`src/rtl/svl_queue.sv`:
```
`timescale 1ns / 1ps
// ----------------------------------------------------------------------------
// svl_queue
// Two-entry queue between the classifying front and the fit sequencer.
// ----------------------------------------------------------------------------
module svl_queue #(
	parameter int W = 8
) (
	input  logic         clk,
	input  logic         arst_n,
	input  logic         push,
	input  logic [W-1:0] wdata,
	input  logic         pop,
	output logic [W-1:0] rdata,
	output logic         full,
	output logic         nonempty
);

	logic [W-1:0] mem_q [2];
	logic         wr_ptr_q;
	logic         rd_ptr_q;
	logic [1:0]   count_q;

	assign full     = (count_q == 2'd2);
	assign nonempty = (count_q != 2'd0);
	assign rdata    = mem_q[rd_ptr_q];

	always_ff @(posedge clk) begin
		if (push) begin
			mem_q[wr_ptr_q] <= wdata;
		end
	end

	always_ff @(posedge clk or negedge arst_n) begin
		if (!arst_n) begin
			wr_ptr_q <= 1'b0;
			rd_ptr_q <= 1'b0;
			count_q  <= 2'd0;
		end else begin
			if (push) begin
				wr_ptr_q <= ~wr_ptr_q;
			end
			if (pop) begin
				rd_ptr_q <= ~rd_ptr_q;
			end
			count_q <= count_q + 2'(push) - 2'(pop);
		end
	end

`ifndef NO_ASSERTIONS
	a_count_bound: assert property (@(posedge clk) disable iff (!arst_n) count_q <= 2'd2)
		else $error("queue count out of range");
	a_no_overflow: assert property (@(posedge clk) disable iff (!arst_n) push |-> !full)
		else $error("push into full queue");
`endif

endmodule

```
`config.mk`:
```
export PLATFORM = sky130hd
export DESIGN_NAME = svl_queue
export DESIGN_NICKNAME = d
export VERILOG_FILES = /design/src/rtl/svl_queue.sv
export SDC_FILE = /design/constraint.sdc
export NUM_CORES = 1
export LEC_CHECK = 0
export BUFFER_PORTS_ARGS = -buffer_cell sky130_fd_sc_hd__buf_2
export CAP_MARGIN = 40
export CORE_UTILIZATION = 49
export DETAILED_ROUTE_END_ITERATION = 7
export GPL_TIMING_DRIVEN = 0
export HOLD_SLACK_MARGIN = 0.08
export PLACE_DENSITY = 0.75
export SLEW_MARGIN = 10
export SYNTH_ARGS = -nofsm -noshare
export SYNTH_HDL_FRONTEND = slang
export SYNTH_SLANG_ARGS = --single-unit
```
`constraint.sdc`:
```
create_clock -name clk -period 1.8 [get_ports clk]
set_clock_uncertainty 0.2 [all_clocks]
set_input_delay 0.18 -clock clk [delete_from_list [all_inputs] [get_ports clk]]
set_output_delay 0.18 -clock clk [all_outputs]
set_load 0.01 [all_outputs]
```
==> results.md <==
- Reg2reg start: wr_ptr_q
- GR Util met1: between 10% and 20%
- Residual DRC count: 0
- Synth-to-Final Area Change: 33.49%
- Cells after synthesis: 40
- WL final: approximately 1100 µm
- Max clock buf depth: 2
- WP data required: around 1500 ps
- Slowest cell on crit path: nor2b_1
- Leakage: between 0.0004 and 0.0005 µW
- Max FO, Critical Path: 8
- CTS tree: built
- Die width: 42.68 µm
- Post-DP Area: 935.9 µm²
- Sequential-to-total area share from yosys stat: a little under three quarters
- Gr ovfl total: 0
- H-tree depth: 1
- I/O pin count: 22
- RePlAce Congestion: ~0.58
- Hold Fails Final Rpt: 0
- Drt first pass iters: 3
- Status: finished clean
- First-pass GRT wire length: around 1800 µm
- CP startpoint: push
- Ant. Diodes: 0
- Placed Cells: 77
- Most Crowded Layer GR: met2
- Worst VDD drop: 0.9520 mV
- Max incr delay on CP: between 500 and 600 ps
- Fmax: a little under 600 MHz
- Vias in the first global route: 414
- Vert. Die Dim: between 40 and 50 µm
- Ys Warns: 0
- Post-route ant nets: 0
- Fin crit share: between 90% and 100%
- Fin Setup TNS: 0 ps
- Power per Cell Area: ~1300 nW/µm²
- Initial DRC count: 11
- Fin crit period: between 1500 and 2000 ps
- Grt met3 use: 3.830%
- Largest net degree at the start of global routing: 12
- Clock sinks: 20
- Final design utilization: about 70%
- CTS Buf Count: 3
- Final instance area: ~1100 µm²
- Post-route insts no fill: 93
- Arr. time, crit path: about 1400 ps
- Via count: roughly 430
- Port bufs: 21
- Slew at the pin with the worst max-slew slack: approximately 720 ps
- Core Footprint: roughly 1500 µm²
- Die ar.: between 1500 and 2000 µm²
- CP startpoint kind: primary input
- MaxCap Viol Count: 0
- Netlist cell types: 11
- CTS clk-pin slew, worst paths: roughly 100 ps
- Cell area after synthesis: about 810 µm²
- Initial Util: 53.20%
- Final Max Slew Viols: 0
- Routing usage on met2: approximately a quarter
- Syn Area/Cell: around 20 µm²
- Initial antenna violation count: 0
- CTS root buf: clkbuf_4
- Hold crit path type: reg2reg
- Worst-Skew Late Latency: between 200 and 300 ps
- Critical path class: in2reg
- Critical Path End Type: flip-flop
- Drt via density: 4.570
- Setup-failing EPs final: 0
- Unrepaired setup endpoints after global routing: no
- FF+latch count, synth: 20
- Worst slew margin: 52.14%
- Avg WL per Cell: 12.11 µm
- # rows: 14
- Crit-path cells: dlygate4sd3_1 > buf_2 > nor2b_1
- Nets: between 90 and 100
- Worst hold start: wr_ptr_q
- Syn Nets: between 50 and 60
- Total Routing Usage GR: about 14%
- Share of cells above drive strength 1: 44.16%
-- power by group --
group          internal (µW)  leakage, µW  total (µW)  switching (µW)
combinational            317     0.000264         549             231
clock                   80.6    0.0000154         208             127
sequential               630     0.000197         678            48.0
-- area by class of cell --
cell class                 instances  area (µm²)
fill                             100       441.7
buffer                             1       11.26
tap                               16       20.02
timing repair buffer              33       225.2
sequential                        20       580.6
inverter                           2       7.507
clock buffer                       3       22.52
multi-input combinational         17       211.5
clock inverter                     1       3.754
-- routing by layer --
metal,share of wire (%),up-vias
met2,53,13
met1,41,190
met3,4.4,2
met5,0,-
met4,1.1,0
li1,-,220
-- logic make-up after synthesis --
kind of cell / count (synthesis) / share of synthesized area, %
xor+xnor: 3 / 5.093
fa+ha+maj: 2 / 3.086
buf+inv: 3 / 2.315
flops: 20 / 71.61
mux: 8 / 14.82
simple gates: 4 / 3.087
-- placed cells by master (no fill, tap or decap), drive strengths merged --
| master | instances |
|---|---|
| and2 | 1 |
| buf | 22 |
| clkbuf | 3 |
| clkinv | 1 |
| dfrtp | 4 |
| dlygate4sd3 | 12 |
| edfxtp | 16 |
| ha | 2 |
| inv | 2 |
| mux2 | 8 |
| nor2b | 2 |
| or2 | 1 |
| xor2 | 2 |
| xor3 | 1 |
-- through the flow --
| step | worst slack, ps | total power, µW | hold slack [ps] |
|---|---|---|---|
| after floorplan | 438.3 | 1072 | -315.6 |
| after global placement | 277.9 | 1206 | -210.3 |
| after global routing | 65.87 | 1514 | 320.0 |
| after CTS | 84.99 | 1445 | 296.6 |
| after detailed placement | 235.9 | 1225 | -211.7 |
| final | 106.1 | 1434 | 291.9 |
-- state kept, by name, summed over array words and instances, names as in the netlist --
register and cells:
mem_q 16, count_q 2, wr_ptr_q 1, rd_ptr_q 1
-- synth_stat cells (all sizes together) --
| cell type | count | share of area (%) |
|---|---|---|
| and2 | 1 | 0.77 |
| buf | 1 | 1.4 |
| dfrtp | 4 | 12 |
| edfxtp | 16 | 59 |
| ha | 2 | 3.1 |
| inv | 2 | 0.93 |
| mux2 | 8 | 15 |
| nor2b | 2 | 1.5 |
| or2 | 1 | 0.77 |
| xor2 | 2 | 2.2 |
| xor3 | 1 | 2.9 |
-- final timing paths --
kind                            slack [ps]  cells after the start           to
max in group asynchronous              650                      3     wr_ptr_q
min in group asynchronous              580                      3   count_q[1]
worst max register to register         260                      1  mem_q[0][6]
worst min register to register         290                      1     wr_ptr_q
worst max-delay path                   110                      3  mem_q[0][6]
worst min-delay path                   290                      1     wr_ptr_q
-- timing repair --
item	4_1_cts	5_1_grt
hold endpoints to repair	23	0
hold buffers	12	0
setup buffers	0	0
endpoints found under the setup margin	0	0
resized for setup	0	0
-- critical path, delay by kind of cell --
kind,cells,cell delay (ps)
and+or+nand+nor,1,590
buffers and inverters,2,650
(Power assumes the default switching activity.)
