`src/rtl/svl_div.sv`:
```
`timescale 1ns / 1ps
// ----------------------------------------------------------------------------
// svl_div
// Restoring radix-2 divider, one quotient bit per cycle.
// ----------------------------------------------------------------------------
module svl_div #(
	parameter int NW = 40,
	parameter int DW = 24
) (
	input  logic          clk,
	input  logic          arst_n,
	input  logic          start,
	input  logic [NW-1:0] num,
	input  logic [DW-1:0] den,
	output logic          done,
	output logic [NW-1:0] quot
);

	localparam int CW = $clog2(NW + 1);

	logic [DW:0]   rem_q;
	logic [NW-1:0] quo_q;
	logic [DW-1:0] den_q;
	logic [CW-1:0] cnt_q;
	logic          busy_q;
	logic          done_q;
	logic [DW:0]   rem_sh;
	logic          qbit;

	assign done = done_q;
	assign quot = quo_q;

	always_comb begin
		rem_sh = {rem_q[DW-1:0], quo_q[NW-1]};
		qbit   = (rem_sh >= {1'b0, den_q});
	end

	always_ff @(posedge clk or negedge arst_n) begin
		if (!arst_n) begin
			busy_q <= 1'b0;
			done_q <= 1'b0;
			cnt_q  <= '0;
		end else begin
			done_q <= 1'b0;
			if (start) begin
				rem_q  <= '0;
				quo_q  <= num;
				den_q  <= den;
				cnt_q  <= CW'(NW);
				busy_q <= 1'b1;
			end else if (busy_q) begin
				rem_q <= qbit ? rem_sh - {1'b0, den_q} : rem_sh;
				quo_q <= {quo_q[NW-2:0], qbit};
				cnt_q <= cnt_q - CW'(1);
				if (cnt_q == CW'(1)) begin
					busy_q <= 1'b0;
					done_q <= 1'b1;
				end
			end
		end
	end

endmodule

```
`src/rtl/svl_back.sv`:
```
`timescale 1ns / 1ps
// ----------------------------------------------------------------------------
// svl_back
// Fit sequencer: box aspect, crop, zoom blend and centring through one shared
// divider, with a result register toward the output channel.
// ----------------------------------------------------------------------------
module svl_back #(
	parameter int C  = 14,
	parameter int F  = 16,
	parameter int AR = F + 8,
	parameter int EW = 3 + 6 * C + 2 * AR
) (
	input  logic          clk,
	input  logic          arst_n,
	input  logic [EW-1:0] entry,
	input  logic          q_nonempty,
	output logic          q_pop,
	input  logic [AR-1:0] pix,
	input  logic [F:0]    zoom,
	output logic          result_valid,
	input  logic          result_stall,
	output logic [C-1:0]  first_x,
	output logic [C-1:0]  first_y,
	output logic [C-1:0]  view_w,
	output logic [C-1:0]  view_h,
	output logic [C-1:0]  second_x,
	output logic [C-1:0]  second_y,
	output logic [F-1:0]  u_cut,
	output logic [F-1:0]  v_cut
);

	localparam int MW = (C > F) ? C : F;
	localparam int NW = AR + MW;
	localparam int UW = F + 1;
	localparam logic [AR-1:0] AR_MAX = '1;
	localparam logic [UW-1:0] ONE    = UW'(1) << F;
	localparam logic [UW-1:0] HALF   = UW'(1) << (F - 1);

	typedef enum logic [7:0] {
		ST_IDLE = 8'b0000_0001,
		ST_D    = 8'b0000_0010,
		ST_CROP = 8'b0000_0100,
		ST_FIT  = 8'b0000_1000,
		ST_ZS   = 8'b0001_0000,
		ST_ZC   = 8'b0010_0000,
		ST_DIV  = 8'b0100_0000,
		ST_FIN  = 8'b1000_0000
	} state_t;

	typedef enum logic [2:0] {
		OP_D    = 3'd0,
		OP_CROP = 3'd1,
		OP_VH   = 3'd2,
		OP_VW   = 3'd3,
		OP_ZC   = 3'd4
	} op_t;

	logic          e_valid, e_evw, e_evh;
	logic [C-1:0]  e_w, e_h, e_bw, e_bh, e_sx, e_fy;
	logic [AR-1:0] e_s, e_c;

	state_t        state_q;
	op_t           op_q;
	logic          start_q;
	logic          valid_q, evw_q, evh_q;
	logic [C-1:0]  w_q, h_q, bw_q, bh_q, sxo_q, fyo_q, vw_q, vh_q;
	logic [AR-1:0] s_q, c_q, d_q, zs_q;
	logic [NW-1:0] num_q;
	logic [AR-1:0] den_q;
	logic [AR+UW-1:0] prod_q;
	logic [UW-1:0] ucut_q;
	logic [F-1:0]  vcut_q;

	logic          div_done;
	logic [NW-1:0] quot;
	logic [UW-1:0] zoom_c;
	logic [AR-1:0] zs_c;
	logic [F-1:0]  rf;
	logic [C-1:0]  vw_e, vh_e, x_c, y_c;
	logic [UW-1:0] uc_c;
	logic          out_free;

	logic          rv_q;
	logic [C-1:0]  fx_q, fy_q, vwo_q, vho_q, sx_q, sy_q;
	logic [F-1:0]  uo_q, vo_q;

	assign {e_valid, e_evw, e_evh, e_w, e_h, e_bw, e_bh, e_sx, e_fy, e_s, e_c} = entry;

	svl_div #(.NW(NW), .DW(AR)) u_div (
		.clk    (clk),
		.arst_n (arst_n),
		.start  (start_q),
		.num    (num_q),
		.den    (den_q),
		.done   (div_done),
		.quot   (quot)
	);

	// (1 - q)/2 in Q0.F, q clamped to 1.0
	function automatic logic [F-1:0] ratio_cut(input logic [NW-1:0] q);
		logic [UW-1:0] qc;
		qc = (q > NW'(ONE)) ? ONE : q[UW-1:0];
		return F'((ONE - qc) >> 1);
	endfunction

	always_comb begin
		zoom_c   = zoom[F] ? ONE : zoom;
		zs_c     = s_q - AR'(prod_q >> F);
		rf       = ratio_cut(quot);
		vw_e     = (evw_q && vw_q > C'(1) && vw_q[0]) ? vw_q - C'(1) : vw_q;
		vh_e     = (evh_q && vh_q > C'(1) && vh_q[0]) ? vh_q - C'(1) : vh_q;
		x_c      = (bw_q - vw_e) >> 1;
		y_c      = (bh_q - vh_e) >> 1;
		uc_c     = (ucut_q > HALF) ? HALF : ucut_q;
		out_free = !rv_q || !result_stall;
		q_pop    = (state_q == ST_IDLE) && q_nonempty;
	end

	always_ff @(posedge clk or negedge arst_n) begin
		if (!arst_n) begin
			state_q <= ST_IDLE;
			start_q <= 1'b0;
			rv_q    <= 1'b0;
		end else begin
			// start is only ever high for the first cycle in the divide wait
			if (start_q) begin
				start_q <= 1'b0;
			end
			if (state_q == ST_FIN && out_free) begin
				rv_q <= 1'b1;
			end else if (!result_stall) begin
				rv_q <= 1'b0;
			end
			case (state_q)
				ST_IDLE: begin
					if (q_nonempty) begin
						valid_q <= e_valid;
						evw_q   <= e_evw;
						evh_q   <= e_evh;
						w_q     <= e_w;
						h_q     <= e_h;
						bw_q    <= e_bw;
						bh_q    <= e_bh;
						sxo_q   <= e_sx;
						fyo_q   <= e_fy;
						s_q     <= e_s;
						c_q     <= e_c;
						ucut_q  <= '0;
						vcut_q  <= '0;
						state_q <= ST_D;
					end
				end
				ST_D: begin
					if (!valid_q) begin
						state_q <= ST_FIN;
					end else if (bh_q == '0) begin
						d_q     <= AR_MAX;
						state_q <= ST_CROP;
					end else begin
						num_q   <= NW'(bw_q) * NW'(pix);
						den_q   <= AR'(bh_q);
						op_q    <= OP_D;
						start_q <= 1'b1;
						state_q <= ST_DIV;
					end
				end
				ST_CROP: begin
					if (c_q != '0) begin
						if (s_q >= c_q) begin
							num_q <= NW'(c_q) << F;
							den_q <= s_q;
						end else begin
							num_q <= NW'(s_q) << F;
							den_q <= c_q;
						end
						op_q    <= OP_CROP;
						start_q <= 1'b1;
						state_q <= ST_DIV;
					end else begin
						state_q <= ST_FIT;
					end
				end
				ST_FIT: begin
					if (s_q >= d_q) begin
						prod_q  <= (AR+UW)'(s_q - d_q) * (AR+UW)'(zoom_c);
						vw_q    <= bw_q;
						state_q <= ST_ZS;
					end else begin
						num_q   <= NW'(s_q) * NW'(bw_q);
						den_q   <= d_q;
						op_q    <= OP_VW;
						start_q <= 1'b1;
						state_q <= ST_DIV;
					end
				end
				ST_ZS: begin
					zs_q <= zs_c;
					if (zs_c == '0) begin
						vh_q    <= bh_q;
						state_q <= ST_ZC;
					end else begin
						num_q   <= NW'(d_q) * NW'(bh_q);
						den_q   <= zs_c;
						op_q    <= OP_VH;
						start_q <= 1'b1;
						state_q <= ST_DIV;
					end
				end
				ST_ZC: begin
					if (s_q != '0) begin
						num_q   <= NW'(zs_q) << F;
						den_q   <= s_q;
						op_q    <= OP_ZC;
						start_q <= 1'b1;
						state_q <= ST_DIV;
					end else begin
						state_q <= ST_FIN;
					end
				end
				ST_DIV: begin
					if (div_done) begin
						case (op_q)
							OP_D: begin
								d_q     <= (|quot[NW-1:AR]) ? AR_MAX : quot[AR-1:0];
								state_q <= ST_CROP;
							end
							OP_CROP: begin
								if (s_q >= c_q) begin
									ucut_q <= UW'(rf);
								end else begin
									vcut_q <= rf;
								end
								s_q     <= c_q;
								state_q <= ST_FIT;
							end
							OP_VH: begin
								vh_q    <= (quot > NW'(bh_q)) ? bh_q : quot[C-1:0];
								state_q <= ST_ZC;
							end
							OP_VW: begin
								vw_q    <= (quot > NW'(bw_q)) ? bw_q : quot[C-1:0];
								vh_q    <= bh_q;
								state_q <= ST_FIN;
							end
							OP_ZC: begin
								ucut_q  <= ucut_q + UW'(rf);
								state_q <= ST_FIN;
							end
							default: state_q <= ST_FIN;
						endcase
					end
				end
				ST_FIN: begin
					if (out_free) begin
						if (!valid_q) begin
							fx_q  <= '0;
							fy_q  <= '0;
							vwo_q <= w_q;
							vho_q <= h_q;
							sx_q  <= '0;
							sy_q  <= '0;
							uo_q  <= '0;
							vo_q  <= '0;
						end else begin
							fx_q  <= x_c;
							fy_q  <= y_c + fyo_q;
							vwo_q <= vw_e;
							vho_q <= vh_e;
							sx_q  <= x_c + sxo_q;
							sy_q  <= y_c;
							uo_q  <= uc_c[F-1:0];
							vo_q  <= vcut_q;
						end
						state_q <= ST_IDLE;
					end
				end
				default: state_q <= ST_IDLE;
			endcase
		end
	end

	assign result_valid = rv_q;
	assign first_x      = fx_q;
	assign first_y      = fy_q;
	assign view_w       = vwo_q;
	assign view_h       = vho_q;
	assign second_x     = sx_q;
	assign second_y     = sy_q;
	assign u_cut        = uo_q;
	assign v_cut        = vo_q;

`ifndef NO_ASSERTIONS
	a_ucut_half: assert property (@(posedge clk) disable iff (!arst_n)
		rv_q |-> (uo_q <= HALF[F-1:0]))
		else $error("u_cut above one half");
	a_vcut_half: assert property (@(posedge clk) disable iff (!arst_n)
		rv_q |-> (vo_q <= HALF[F-1:0]))
		else $error("v_cut above one half");
	a_done_in_div: assert property (@(posedge clk) disable iff (!arst_n)
		div_done |-> (state_q == ST_DIV))
		else $error("divider finished outside divide wait");
`endif

endmodule

```
`config.mk`:
```
export PLATFORM = sky130hd
export DESIGN_NAME = svl_back
export DESIGN_NICKNAME = d
export VERILOG_FILES = /design/src/rtl/svl_div.sv /design/src/rtl/svl_back.sv
export SDC_FILE = /design/constraint.sdc
export NUM_CORES = 2
export LEC_CHECK = 0
export BUFFER_PORTS_ARGS = -buffer_cell sky130_fd_sc_hd__buf_2
export CAP_MARGIN = 30
export CORE_UTILIZATION = 45
export CTS_BUF_LIST = sky130_fd_sc_hd__clkbuf_8
export CTS_CLUSTER_DIAMETER = 40
export DETAILED_ROUTE_END_ITERATION = 16
export PLACE_DENSITY = 0.62
export SYNTH_ARGS = -nofsm -noshare
export SYNTH_HDL_FRONTEND = slang
export SYNTH_HIERARCHICAL = 1
export SYNTH_SLANG_ARGS = --single-unit
```
`constraint.sdc`:
```
create_clock -name clk -period 9.2 [get_ports clk]
set_input_delay 0.46 -clock clk [delete_from_list [all_inputs] [get_ports clk]]
set_output_delay 0.46 -clock clk [all_outputs]
set_load 0.1 [all_outputs]
```
==> results.yml <==
run_status:
  run_status: "finished, final reports clean"
die:
  die_area_sq_um: 171200
  design.portCount: 298
  core_area_sq_um: 167800
  die_width_um: 413.8
  fp-row-count: 150
  start_util_pct: 45.47
  die_y_um: 413.8
timing:
  final-max-slew-violation-count: 0
  setup_viol_count_final: 0
  fin_crit_sh_pct: 96.63
  rsz0062_at_grt: "false"
  tightest_slew_ps: 1083
  clock_skew_ps: 79.74
  fin_tns_setup_ps: 0
  finalHoldViolations: 0
  final.min_clock_period_ps: 8890
  tightest_slew_margin_relative_to_the_limit_pct: 27.48
  achievable-frequency_mhz: 112.5
detailed_routing:
  drt_drc_violations_left: 0
  detail_route.vias_per_cell: 5.585
  ant_nets: 0
  number_of_design_rule_violations_left_by_the_first_detailed_router_iteration: 5936
  firstDrtPassIters: 9
  drt-total-wl_um: 256700
  route.detailed.wl_per_inst_um: 23.88
  vias: 60030
cts:
  numCtsBuffers: 106
  clkLatencyLatePin_ps: 900
  clock_sink_count: 555
  ctsLongestPathBuffers: 3
  h-tree-depth: 3
  cts.root.buffer_cell: "sky130_fd_sc_hd__clkbuf_8"
  tritoncts: "yes"
  path_clk_slew_ps: 60
flow_run:
  drv_cap: 0
critical_path:
  critical-path-slowest-cell: "sky130_fd_sc_hd__fa_1"
  crit_required_ps: 9820
  worstPathArrival_ps: 9510
  rr_startpoint: "d_q[1]"
  critical_path.most_common_cell: "sky130_fd_sc_hd__fa_1"
  worst_setup_path_end_kind: "flop"
  crit_type: "reg2reg"
  worst_setup_path_startpoint: "d_q[1]"
  element_type_at_the_critical_path_start: "flop"
  timing.critical_path.slowest_cell_delay_ps: 530
  critPathMaxFanout: 12
synth:
  postSynthRegisterBits: 555
  synth_top_family_by_area: "adder cells"
  yosys-top-cells-area: "sky130_fd_sc_hd__fa_1 31%, sky130_fd_sc_hd__edfxtp_1 21%, sky130_fd_sc_hd__ha_1 9.8%"
  synth_enable_flop_cells: 537
  synth_fa_ha_area_share_pct: 40.87
  synth_compound_gate_area_share_pct: 8.680
  synth_seq_area_share_pct: 21.73
  synth_async_sr_flop_share_pct: 3.243
  synth_cell_types: 101
  yosys_warnings: 6
  synthesis.instances: 7985
  ys.flop_type: "sky130_fd_sc_hd__edfxtp_1"
  syn_avg_cell_area_sq_um: 9.555
  synth-xor-area-share_pct: 3.083
  mapped_cell_area_sq_um: 76300
  yosys_top_cell_by_area: "sky130_fd_sc_hd__fa_1"
  synthSimpleGateAreaFrac_pct: 14.91
  yosys-top-cells-count: "1431 x sky130_fd_sc_hd__inv_1, 1185 x sky130_fd_sc_hd__fa_1, 1042 x sky130_fd_sc_hd__nand2_1"
  synthMostInstantiatedCell: "sky130_fd_sc_hd__inv_1"
  post_synth_mux_area_share_pct: 1.858
  synth_largest_type_area_fraction_pct: 31.09
hold_path:
  hold_class: "in2reg"
  hold_start: "entry[26]"
placed_design:
  port_buffers: 295
  placed_instances: 10410
  gp_congestion: 1.011
  post-dp-hpwl_um: 202800
global_routing:
  grt_first_pass_wirelength_um: 387200
  grt_pass1_vias: 62500
  grtUsageTotal_pct: 30.41
  remaining_overflow_grt: 0
  grt_start_max_net_pins: 121
  initial_antenna_violation_count: 16
layout:
  final_nets: 10410
  final_cell_count_no_fill: 10750
  layout-drive-gt1-share_pct: 10.46
  layout-area-overhead-vs-synth_pct: 11.90
==> final timing paths <==
| kind | slack, ps | end | cells past startpoint |
|---|---|---|---|
| worst min-delay path | 60 | s_q[2] | 3 |
| worst min register to register | 370 | u_div/den_q[6] | 0 |
| worst max register to register | 310 | prod_q[39] | 34 |
| min in group asynchronous | 120 | state_q[5] | 2 |
| worst max-delay path | 310 | prod_q[39] | 34 |
| max in group asynchronous | 8140 | u_div/busy_q | 3 |
==> placed cells by master (no fill, tap or decap), drive strengths merged, types with 33 or more instances in the layout <==
master / instances
inv: 1460
fa: 1185
nand2: 1044
ha: 596
buf: 581
nor2: 561
edfxtp: 537
and2: 357
a21oi: 271
o21ai: 205
xnor2: 157
dlygate4sd3: 133
xor2: 109
clkbuf: 106
a21o: 91
mux2: 85
nand3: 77
nor3: 69
nor2b: 66
o21a: 63
nand2b: 61
a211oi: 56
or3: 49
clkinv: 47
mux2i: 46
nor4: 42
and3: 35
a31oi: 33
==> state kept, by name, summed over array words and instances, names as in the netlist, 16 cells and up <==
signal and cells:
u_div/den_q 24, ucut_q 17, den_q 24, num_q 40, c_q 24, u_div/rem_q 24
s_q 24, zs_q 24, u_div/quot 40, d_q 24, prod_q 24, vcut_q 16
v_cut 16, u_cut 16
==> layout make-up <==
type                            instances  area, sq um
Fill cell                           15530        82410
Clock inverter                         89        957.2
Clock buffer                          106         1459
Tap cell                             2204         2758
Sequential cell                       555        16580
Antenna cell                            5        12.51
Inverter                             1436         5390
Timing Repair Buffer                  714         5145
Multi-Input combinational cell       5640        53070
==> logic make-up (layout without fill, tap and decap cells) <==
kind of cell,after synthesis,in the layout
other,1,7
xor gates and xnor gates,267,267
adders and majority gates,1781,1781
muxes,131,131
DFF,555,555
and+or+nand+nor,2462,2462
AOI/OAI and AO/OA,997,997
buffers and inverters,1791,2345
==> repair_timing <==
| item | CTS | global route |
|---|---|---|
| resized for setup | 0 | 6 |
| buffers inserted | 0 | 0 |
| hold endpoints to repair | 143 | 0 |
| hold buffers | 133 | 0 |
| setup endpoints to repair | 0 | 1 |
==> critical path, delay by kind of cell (launching register included) <==
kind            cells  cell delay, ps
compound gates     12            2680
xor+xnor            2             570
fa+ha+maj           8            3580
buf+inv             7             740
flops               1             440
simple gates        5             610
==> per-stage QoR <==
step | utilization (%) | setup WS, ps | hold WS [ps] | area [sq um]
2_1_floorplan | - | 184.0 | 164.4 | 76300
3_3_place_gp | 48.48 | 228.1 | 408.4 | 81350
3_5_place_dp | 48.57 | 226.6 | 404.5 | 81490
4_1_cts | 50.80 | 245.3 | 0.5037 | 85240
5_1_grt | 50.88 | 9.838 | 8.846 | 85370
6_report | 50.88 | 310.3 | 61.83 | 85370
==> routing by layer <==
metal  routed length, um  GRT usage (%)
met1              102300          39.00
met2              116500          48.60
met3               21030          5.670
met4               16800          16.60
met5                  60              0
Power is left out: the tool's default activity adds up to more than one toggle a clock period on the data nets, which glitch-free logic cannot reach.
