$ cat src/rtl/svl_pkg.sv
`timescale 1ns / 1ps
// ----------------------------------------------------------------------------
// svl_pkg
// Shared codes for the stereo letterbox viewport: layouts, register indexes
// and the constants of the divide-by-49 used for frame packing.
// ----------------------------------------------------------------------------
package svl_pkg;

	localparam logic [3:0] LAYOUT_MONO      = 4'd0;
	localparam logic [3:0] LAYOUT_LR        = 4'd1;
	localparam logic [3:0] LAYOUT_LR_HALF   = 4'd2;
	localparam logic [3:0] LAYOUT_TB        = 4'd3;
	localparam logic [3:0] LAYOUT_TB_HALF   = 4'd4;
	localparam logic [3:0] LAYOUT_FRAMEPACK = 4'd5;
	localparam logic [3:0] LAYOUT_ROWS      = 4'd6;
	localparam logic [3:0] LAYOUT_COLS      = 4'd7;
	localparam logic [3:0] LAYOUT_CHECKER   = 4'd8;

	localparam logic [2:0] REG_LAYOUT = 3'd0;
	localparam logic [2:0] REG_CROP   = 3'd1;
	localparam logic [2:0] REG_ZOOM   = 3'd2;
	localparam logic [2:0] REG_PIXEL  = 3'd3;

	// h/49 ~ (h*1337)>>16, low by at most one for h below 2^16
	localparam int BLANK_DIV   = 49;
	localparam int RECIP_MUL   = 1337;
	localparam int RECIP_SHIFT = 16;

endpackage

$ cat src/rtl/svl_front.sv
`timescale 1ns / 1ps
// ----------------------------------------------------------------------------
// svl_front
// Classifies an item by stereo layout: view box, adjusted aspects, view
// offsets and even-size flags, packed for the queue.
// ----------------------------------------------------------------------------
module svl_front #(
	parameter int C  = 14,
	parameter int F  = 16,
	parameter int AR = F + 8,
	parameter int EW = 3 + 6 * C + 2 * AR
) (
	input  logic [3:0]    layout,
	input  logic [AR-1:0] crop,
	input  logic [C-1:0]  w,
	input  logic [C-1:0]  h,
	input  logic [AR-1:0] s,
	input  logic          frame_valid,
	output logic [EW-1:0] entry
);

	logic [C+10:0] rprod;
	logic [C-1:0]  q0;
	logic [C+5:0]  rem;
	logic [C-1:0]  blank;
	logic [C-1:0]  bw, bh, sx_off, fy_off;
	logic [AR-1:0] s2, c2;
	logic [AR:0]   s_dbl, c_dbl;
	logic          even_w, even_h;

	// frame packing blank lines by reciprocal multiply and one correction
	always_comb begin
		rprod = (C+11)'(h) * (C+11)'(svl_pkg::RECIP_MUL);
		q0    = C'(rprod >> svl_pkg::RECIP_SHIFT);
		rem   = (C+6)'(h) - (C+6)'(q0) * (C+6)'(svl_pkg::BLANK_DIV);
		blank = (rem >= (C+6)'(svl_pkg::BLANK_DIV)) ? q0 + C'(1) : q0;
	end

	always_comb begin
		s_dbl  = {s, 1'b0};
		c_dbl  = {crop, 1'b0};
		bw     = w;
		bh     = h;
		s2     = s;
		c2     = crop;
		sx_off = '0;
		fy_off = '0;
		case (layout)
			svl_pkg::LAYOUT_LR, svl_pkg::LAYOUT_LR_HALF: begin
				bw     = w >> 1;
				sx_off = w >> 1;
				if (layout == svl_pkg::LAYOUT_LR_HALF) begin
					s2 = s >> 1;
					c2 = crop >> 1;
				end
			end
			svl_pkg::LAYOUT_TB, svl_pkg::LAYOUT_TB_HALF: begin
				bh     = h >> 1;
				fy_off = h >> 1;
				if (layout == svl_pkg::LAYOUT_TB_HALF) begin
					s2 = s_dbl[AR] ? '1 : s_dbl[AR-1:0];
					c2 = c_dbl[AR] ? '1 : c_dbl[AR-1:0];
				end
			end
			svl_pkg::LAYOUT_FRAMEPACK: begin
				bh     = (h - blank) >> 1;
				fy_off = ((h - blank) >> 1) + blank;
			end
			default: ;
		endcase
		even_w = (layout == svl_pkg::LAYOUT_COLS) || (layout == svl_pkg::LAYOUT_CHECKER);
		even_h = (layout == svl_pkg::LAYOUT_ROWS) || (layout == svl_pkg::LAYOUT_CHECKER);
	end

	assign entry = {frame_valid, even_w, even_h, w, h, bw, bh, sx_off, fy_off, s2, c2};

endmodule

$ cat config.mk
export PLATFORM = sky130hd
export DESIGN_NAME = svl_front
export DESIGN_NICKNAME = d
export VERILOG_FILES = /design/src/rtl/svl_pkg.sv /design/src/rtl/svl_front.sv
export SDC_FILE = /design/constraint.sdc
export NUM_CORES = 1
export LEC_CHECK = 0
export BUFFER_PORTS_ARGS = -buffer_cell sky130_fd_sc_hd__buf_2
export CAP_MARGIN = 25
export CORE_MARGIN = 4
export CORE_UTILIZATION = 25
export DETAILED_ROUTE_END_ITERATION = 12
export GPL_TIMING_DRIVEN = 0
export PLACE_DENSITY = 0.56
export SLEW_MARGIN = 5
export SYNTH_ARGS = -nofsm -noshare
export SYNTH_HDL_FRONTEND = slang
export SYNTH_SLANG_ARGS = --single-unit
$ cat constraint.sdc
create_clock -name vclk -period 15.24
set_input_delay 1.524 -clock vclk [all_inputs]
set_output_delay 1.524 -clock vclk [all_outputs]
set_load 0.03 [all_outputs]
==> results of run 1 <==
## area by class of cell
class	count	share of cell area
timing repair buffer	258	0.128
tap	468	0.0482
buffer	97	0.0425
multi-input combinational	1019	0.721
inverter	193	0.0602
## logic make-up (layout without fill, tap and decap cells)
group | Yosys count | count (layout) | share of synthesized area
buffers and inverters | 296 | 548 | 0.134
adder cells (fa/ha/maj) | 214 | 214 | 0.329
XOR/XNOR | 50 | 50 | 0.0470
other | 1 | 1 | 0.000403
AND/OR/NAND/NOR | 309 | 309 | 0.164
AO/OA/AOI/OAI | 437 | 437 | 0.317
multiplexers | 8 | 8 | 0.00860
## metrics by stage
stage / setup TNS, ns / cell area, sq um / worst slack, ns / utilization
after floorplan: 0 / 9320 / 0.0426 / -
after detailed placement: -15.87 / 11000 / -1.76 / 0.299
after CTS: 0 / 11400 / 0.00573 / 0.311
after global routing: -0.206 / 12200 / -0.0899 / 0.331
final: 0 / 12200 / 0.505 / 0.331
after global placement: -13.69 / 11000 / -1.63 / 0.299
## synth_stat cells (24+ instances only)
cell type	n
o21ai_0	109
a21oi_1	102
inv_1	193
o21a_1	51
and2_1	24
fa_1	51
ha_1	163
clkbuf_1	59
buf_4	33
nand2_1	98
o21bai_1	40
xnor2_1	31
nor2_1	69
## repair_timing
action / in CTS / in global routing
gates resized for setup: 61 / 106
endpoints found under the setup margin: 19 / 11
hold endpoints to repair: 0 / 0
pin swaps: 27 / 63
hold buffers: 0 / 0
setup buffers: 20 / 27
## per-layer routing
metal,vias up,GRT usage
met5,-,0
met4,0,0.0120
met3,20,0.0124
met2,347,0.283
met1,4926,0.200
li1,5026,-
## path summary, 6_finish.rpt
check,depth (start not counted),startpoint,to,slack (ns)
worst max-delay path,54,h[6],entry[60],0.50
worst min-delay path,2,frame_valid,entry[134],3.30
==> load_flow_metrics.sql, run 1 <==
INSERT INTO impl_metrics (metric_group, metric, value, unit) VALUES
('route', 'detail-route-antenna-nets', '0', ''),
('status', 'outcome', 'completed', ''),
('route', 'wirelength', '33.1', 'mm'),
('sta', 'relSlewSlack', '0.371', ''),
('final_layout', 'seq_cells', '0', ''),
('setup_path', 'critical_path.max_fanout', '11', ''),
('synthesis', 'share_of_the_yosys_chip_area_belonging_to_registers', '0', ''),
('floorplanning', 'core.rowCount', '70', ''),
('synthesis', 'postSynthCellCount', '1315', ''),
('route', 'drt_pass1_iterations', '5', ''),
('synthesis', 'synth_largest_type_area_fraction', '0.219', ''),
('floorplanning', 'design.portCount', '216', ''),
('placement', 'portBuffers', '211', ''),
('setup_path', 'path_class', 'input pin to primary output', ''),
('synthesis', 'synth_fp_nets', '1610', ''),
('route', 'top_signal_layer_used', 'met4', ''),
('floorplanning', 'die-area', '40400', 'sq um'),
('setup_path', 'end_kind', 'primary output', ''),
('final_layout', 'layout.nets', '1864', ''),
('route', 'post_route_drc', '0', ''),
('final_layout', 'multi_input_comb_area', '8760', 'sq um'),
('final_layout', 'layout.cells.most_common', 'buf_2', ''),
('floorplanning', 'die_h', '201', 'um'),
('floorplanning', 'initial_utilization', '0.254', ''),
('setup_path', 'cp_startpoint_kind', 'input pin', ''),
('global_route', 'grt_first_pass_wirelength', '52.7', 'mm'),
('sta', 'setup_viol', '0', ''),
('final_layout', 'synthToLayoutAreaGrowth', '30.5', '%'),
('floorplanning', 'floorplan.die.width', '201', 'um'),
('setup_path', 'worstPathBufferInverterCount', '11', ''),
('synthesis', 'synth.lib_cells_used.distinct', '92', ''),
('final_layout', 'post_route_cells_drive_above_1_share', '0.264', ''),
('global_route', 'global_route.usage.total', '0.152', ''),
('synthesis', 'synth.cell_area', '9310', 'sq um'),
('placement', 'gpl.final_weighted_congestion', '0.900', ''),
('placement', 'place.detailed.instances', '1994', ''),
('global_route', 'largest_net_degree_at_the_start_of_global_routing', '14', ''),
('sta', 'post-route-min-period', '14.74', 'ns'),
('route', 'vias', '10319', ''),
('sta', 'finalHoldViolations', '0', ''),
('setup_path', 'worst_ep_arrival_time', '13.21', 'ns'),
('global_route', 'globalRoute.totalOverflow', '0', ''),
('synthesis', 'synthDominantAreaCellType', 'ha_1', ''),
('route', 'detail_route.vias_per_cell', '5.07', ''),
('floorplanning', 'core_area', '36700', 'sq um'),
('placement', 'dpl.hpwl', '26.8', 'mm'),
('synthesis', 'synth_area_leaders', 'ha_1 (22%), fa_1 (11%), inv_1 (7.8%)', ''),
('route', 'drt-wirelength-per-cell', '16.2', 'um'),
('setup_path', 'worst_path_most_repeated_cell', 'fa_1', ''),
('global_route', 'antenna_found_initial', '0', ''),
('min_path', 'holdCritPathClass', 'input pin to primary output', ''),
('final_layout', 'area.sequential', '0', 'sq um'),
('final_layout', 'finish.cell_count_without_fillers', '2035', ''),
('global_route', 'first_global_vias', '10062', ''),
('setup_path', 'crit_path_max_incr_delay', '0.55', 'ns'),
('setup_path', 'cp_data_required_time', '13.72', 'ns'),
('route', 'wl_met2', '16.4', 'mm'),
('sta', 'worstMarginPinSlew', '0.936', 'ns'),
('sta', 'layout_worst_path_cycle_share', '0.967', ''),
('route', 'initialDrtViolationCount', '547', ''),
('synthesis', 'synth_area_per_cell', '7.08', 'sq um'),
('synthesis', 'yosys_warnings', '0', ''),
('run', 'cap_viol_max_count', '0', ''),
('final_layout', 'most-common-layout-cells', 'buf_2 (196), inv_1 (180), ha_1 (137)', ''),
('final_layout', 'number_of_filler_cells_placed_in_the_layout', '3924', ''),
('setup_path', 'worst_path_max_delay_cell', 'fa_1', ''),
('final_layout', 'antenna_cells', '0', ''),
('sta', 'fin_worst_hold_slack', '3.30', 'ns'),
('route', 'wl_met3', '1.82', 'mm'),
('route', 'routedLengthMet1', '14.6', 'mm'),
('setup_path', 'top_delay_family_on_crit_path', 'adder cells', ''),
('final_layout', 'clock_buffer_count', '0', ''),
('sta', 'final-max-slew-violation-count', '0', ''),
('sta', 'max_freq', '67.9', 'MHz');
Power of run 1 is left out: the tool's default activity adds up to more than one toggle a clock period on the data nets, which glitch-free logic cannot reach.
==> inputs of run 2 (changes only) <==
- CORE_ASPECT_RATIO: default -> 1.25
==> run 2 against run 1 <==
Worst setup slack worse by 0.058 ns. Flip-flop and latch count unchanged. Critical path depth increased by 1. Worst hold slack about the same. Cell count grew 0.69%. Clock-buffer cell count unchanged. Critical path type unchanged.
==> load_flow_metrics.sql, run 2 (same netlist as run 1, synthesis figures left out) <==
INSERT INTO impl_metrics (metric_group, metric, value, unit) VALUES
('status', 'outcome', 'completed', ''),
('global_route', 'global_route.usage.total', '0.152', ''),
('setup_path', 'worst_ep_arrival_time', '13.27', 'ns'),
('final_layout', 'number_of_filler_cells_placed_in_the_layout', '3977', ''),
('floorplanning', 'die_h', '224', 'um'),
('final_layout', 'synthToLayoutAreaGrowth', '29.5', '%'),
('setup_path', 'crit_path_max_incr_delay', '0.55', 'ns'),
('route', 'detail_route.vias_per_cell', '5.07', ''),
('placement', 'gpl.final_weighted_congestion', '0.931', ''),
('sta', 'rsz0062_at_grt', 'true', ''),
('floorplanning', 'core_area', '36500', 'sq um'),
('sta', 'max_freq', '67.6', 'MHz'),
('final_layout', 'clock_buffer_count', '0', ''),
('min_path', 'hold_end', 'entry[134]', ''),
('final_layout', 'post_route_cells_drive_above_1_share', '0.264', ''),
('floorplanning', 'design.portCount', '216', ''),
('global_route', 'first_global_vias', '10185', ''),
('setup_path', 'worst_path_max_delay_cell', 'fa_1', ''),
('route', 'detail-route-antenna-nets', '0', ''),
('final_layout', 'layout.nets', '1866', ''),
('route', 'drt_pass1_iterations', '7', ''),
('run', 'cap_viol_max_count', '0', ''),
('final_layout', 'antenna_cells', '0', ''),
('final_layout', 'final_cell_area', '12100', 'sq um'),
('route', 'initialDrtViolationCount', '721', ''),
('final_layout', 'most-common-layout-cells', 'buf_2 (198), inv_1 (186), ha_1 (142)', ''),
('placement', 'dpl.hpwl', '26.9', 'mm'),
('sta', 'finalHoldViolations', '0', ''),
('placement', 'detailed_place.area', '11000', 'sq um'),
('floorplanning', 'initial_utilization', '0.255', ''),
('min_path', 'worst_hold_startpoint', 'frame_valid', ''),
('final_layout', 'seq_cells', '0', ''),
('placement', 'portBuffers', '211', ''),
('route', 'drt-wirelength-per-cell', '16.2', 'um'),
('setup_path', 'cp_startpoint_kind', 'input pin', ''),
('setup_path', 'critical_path.max_fanout', '12', ''),
('sta', 'post-route-min-period', '14.79', 'ns'),
('global_route', 'globalRoute.totalOverflow', '0', ''),
('global_route', 'antenna_found_initial', '0', ''),
('min_path', 'hold-path-cell-count', '2', ''),
('route', 'wirelength', '33.1', 'mm'),
('global_route', 'grt_first_pass_wirelength', '52.5', 'mm'),
('sta', 'worstMarginPinSlew', '0.908', 'ns'),
('route', 'vias', '10381', ''),
('sta', 'final-max-slew-violation-count', '0', ''),
('min_path', 'holdCritPathClass', 'input pin to primary output', ''),
('setup_path', 'cp_data_required_time', '13.72', 'ns'),
('clock_network', 'cts_hold_buf', '0', ''),
('floorplanning', 'floorplan.die.width', '181', 'um'),
('setup_path', 'end_kind', 'primary output', ''),
('sta', 'setup_viol', '0', ''),
('sta', 'layout_worst_path_cycle_share', '0.971', ''),
('global_route', 'largest_net_degree_at_the_start_of_global_routing', '14', ''),
('floorplanning', 'die-area', '40400', 'sq um'),
('setup_path', 'worst_path_most_repeated_cell', 'fa_1', ''),
('final_layout', 'layout.cells.most_common', 'buf_2', ''),
('floorplanning', 'core.rowCount', '78', ''),
('sta', 'relSlewSlack', '0.390', ''),
('setup_path', 'path_class', 'input pin to primary output', ''),
('final_layout', 'area.sequential', '0', 'sq um'),
('route', 'post_route_drc', '0', '');
## run 2: cell count changes in the layout (fill, tap and decap cells not counted), moves of 3 or more
cell	change
ha_2	+4
ha_1	+5
inv_1	+6
xnor2_2	+3
a21oi_2	+3
buf_4	+4
inv_2	-6
ha_4	-9
buf_6	-3
## run 2: worst max path at each step
stage	slack, ns	to	from	cells after the start
2_1_floorplan	0.04	entry[58]	h[2]	52
3_3_place_gp	-1.69	entry[60]	h[4]	53
3_5_place_dp	-1.85	entry[60]	h[6]	54
4_1_cts	0.01	entry[58]	h[3]	55
5_1_grt	-0.06	entry[60]	h[1]	53
6_report	0.45	entry[60]	h[1]	55
## run 2: area by class of cell
| cell class | instances | area, sq um | area share |
|---|---|---|---|
| Buffer | 97 | 509 | 0.0422 |
| Inverter | 193 | 732 | 0.0607 |
| Multi-Input combinational cell | 1019 | 8700 | 0.721 |
| Tap cell | 480 | 601 | 0.0498 |
| Timing Repair Buffer | 260 | 1520 | 0.126 |
## run 2: repair_timing
action                                  4_1_cts  5_1_grt
endpoints found under the setup margin       18       10
buffers inserted                             28       21
resized for setup                            64       85
pin swaps                                    35       58
## run 2: critical path: cells and delay by family
kind / cells / cell delay [ns]
adders and majority gates: 12 / 4.58
AOI/OAI and AO/OA: 17 / 3.15
and+or+nand+nor: 8 / 1.74
buffers and inverters: 13 / 1.27
xor gates and xnor gates: 3 / 0.61
muxes: 2 / 0.38
## run 2: metal layers
layer / share of wire / vias up / global-route usage / wire length (um)
li1: - / 5029 / - / -
met1: 0.41 / 4906 / 0.187 / 13500
met4: 0.027 / 0 / 0.0337 / 909
met2: 0.51 / 388 / 0.291 / 16800
met5: 0 / - / 0 / 0
met3: 0.056 / 58 / 0.00910 / 1860
## run 2: through the flow
| stage | setup slack (ns) | util | instances | hold slack, ns | TNS (ns) |
|---|---|---|---|---|---|
| 2_1_floorplan | 0.0426 | - | 1315 | 3.18 | 0 |
| 3_3_place_gp | -1.69 | 0.301 | 2006 | 3.30 | -14.26 |
| 3_5_place_dp | -1.85 | 0.301 | 2006 | 3.30 | -16.13 |
| 4_1_cts | 0.0146 | 0.315 | 2030 | 3.30 | 0 |
| 5_1_grt | -0.0645 | 0.330 | 2049 | 3.31 | -0.0933 |
| 6_report | 0.447 | 0.330 | 2049 | 3.30 | 0 |
Power of run 2 is left out for the same reason.
==> inputs of run 3 (changes only) <==
- BUFFER_PORTS_ARGS: -buffer_cell sky130_fd_sc_hd__buf_2 -> default
- DONT_BUFFER_PORTS: default -> 1
- PLACE_DENSITY: 0.56 -> 0.51
==> run 3 against run 2 <==
Wire length decreased by 2.2%. Clock-buffer cell count unchanged. Sequential share of layout area unchanged. Worst hold slack got worse by 0.12 ns. Die area unchanged. Worst setup slack improved by 0.018 ns. Utilization decreased by 3.7 points. Via count decreased by 8.6%. Critical path depth decreased by 3. Non-clock buffer count decreased by 209. Critical endpoint is now entry[58]. Largest cell class unchanged. Highest routed layer unchanged.
==> load_flow_metrics.sql, run 3 (same netlist as run 1, synthesis figures left out) <==
INSERT INTO impl_metrics (metric_group, metric, value, unit) VALUES
('route', 'initialDrtViolationCount', '592', ''),
('setup_path', 'cp_data_required_time', '13.72', 'ns'),
('sta', 'setup_viol', '0', ''),
('final_layout', 'number_of_filler_cells_placed_in_the_layout', '4052', ''),
('final_layout', 'seq_cells', '0', ''),
('placement', 'gpl.final_weighted_congestion', '0.909', ''),
('final_layout', 'antenna_cells', '0', ''),
('setup_path', 'end_kind', 'primary output', ''),
('sta', 'final-max-slew-violation-count', '0', ''),
('sta', 'post-route-min-period', '14.78', 'ns'),
('clock_network', 'cts_hold_buf', '0', ''),
('sta', 'worstMarginPinSlew', '1.07', 'ns'),
('route', 'drt_pass1_iterations', '5', ''),
('sta', 'max_freq', '67.7', 'MHz'),
('sta', 'relSlewSlack', '0.276', ''),
('floorplanning', 'core.rowCount', '78', ''),
('final_layout', 'layout.cells.most_common', 'inv_1', ''),
('final_layout', 'layout.nets', '1657', ''),
('placement', 'dpl.hpwl', '26.5', 'mm'),
('final_layout', 'final_cell_area', '10700', 'sq um'),
('route', 'vias', '9484', ''),
('final_layout', 'synthToLayoutAreaGrowth', '15.0', '%'),
('global_route', 'first_global_vias', '9675', ''),
('global_route', 'global_route.usage.total', '0.150', ''),
('route', 'detail_route.vias_per_cell', '5.15', ''),
('setup_path', 'worst_ep_arrival_time', '13.25', 'ns'),
('placement', 'portBuffers', '0', ''),
('global_route', 'grt_first_pass_wirelength', '51.1', 'mm'),
('setup_path', 'critical_path.max_fanout', '11', ''),
('setup_path', 'cp_startpoint_kind', 'input pin', ''),
('floorplanning', 'initial_utilization', '0.255', ''),
('run', 'cap_viol_max_count', '0', ''),
('global_route', 'globalRoute.totalOverflow', '0', ''),
('global_route', 'antenna_found_initial', '0', ''),
('route', 'wirelength', '32.4', 'mm'),
('status', 'outcome', 'completed', ''),
('floorplanning', 'die_h', '224', 'um'),
('sta', 'layout_worst_path_cycle_share', '0.969', ''),
('min_path', 'holdCritPathClass', 'input pin to primary output', ''),
('placement', 'detailed_place.area', '9960', 'sq um'),
('route', 'drt-wirelength-per-cell', '17.6', 'um'),
('floorplanning', 'die-area', '40400', 'sq um'),
('setup_path', 'worst_path_max_delay_cell', 'fa_1', ''),
('final_layout', 'area.sequential', '0', 'sq um'),
('sta', 'fin_worst_hold_slack', '3.18', 'ns'),
('floorplanning', 'design.portCount', '216', ''),
('setup_path', 'path_class', 'input pin to primary output', ''),
('floorplanning', 'core_area', '36500', 'sq um'),
('final_layout', 'clock_buffer_count', '0', ''),
('final_layout', 'post_route_cells_drive_above_1_share', '0.130', ''),
('placement', 'pre_cts_slack', '-1.65', 'ns'),
('sta', 'finalHoldViolations', '0', ''),
('route', 'post_route_drc', '0', ''),
('floorplanning', 'floorplan.die.width', '181', 'um'),
('final_layout', 'most-common-layout-cells', 'inv_1 (190), ha_1 (157), o21ai_0 (105)', ''),
('setup_path', 'crit_path_max_incr_delay', '0.55', 'ns'),
('sta', 'tns', '0', 'ns'),
('route', 'detail-route-antenna-nets', '0', ''),
('sta', 'finalWorstSetupSlack', '0.465', 'ns'),
('global_route', 'largest_net_degree_at_the_start_of_global_routing', '14', '');
[run 3: cell count changes in the layout (fill, tap and decap cells not counted), sizes merged]
cell and delta:
inv +2, clkinvlp -2, buf -208, clkbuf -1
[run 3: worst paths after layout]
kind | from | end | slack, ns | cells after the start
worst max-delay path | h[4] | entry[58] | 0.46 | 52
worst min-delay path | h[1] | entry[105] | 3.18 | 1
[run 3: per-layer routing]
layer  global-route usage  wire, um
met2                0.299     17200
met5                    0         0
met1                0.176     13000
met4               0.0188       425
met3               0.0179      1710
[run 3: critical path: cells and delay by family]
family	cells	cell delay, ns
compound gates	16	3.05
xor+xnor	4	0.83
fa+ha+maj	12	4.92
buf+inv	10	0.79
mux	1	0.19
simple gates	9	1.90
[run 3: what timing repair did]
| action | 4_1_cts | 5_1_grt |
|---|---|---|
| gates resized for setup | 35 | 51 |
| setup buffers | 16 | 28 |
| endpoints found under the setup margin | 15 | 13 |
| pin swaps | 19 | 51 |
| hold endpoints to repair | 0 | 0 |
[run 3: through the flow]
stage | util | instances
2_1_floorplan | - | 1315
3_3_place_gp | 0.272 | 1795
3_5_place_dp | 0.273 | 1801
4_1_cts | 0.282 | 1814
5_1_grt | 0.293 | 1840
6_report | 0.293 | 1840
[run 3: final cells by class]
class              instances  area, sq um  area share
well taps                480          601      0.0561
multi-input cells       1019         8500       0.794
plain buffers             99          517      0.0483
repair buffers            49          364      0.0340
inverters                193          724      0.0676
Power of run 3 is left out for the same reason.
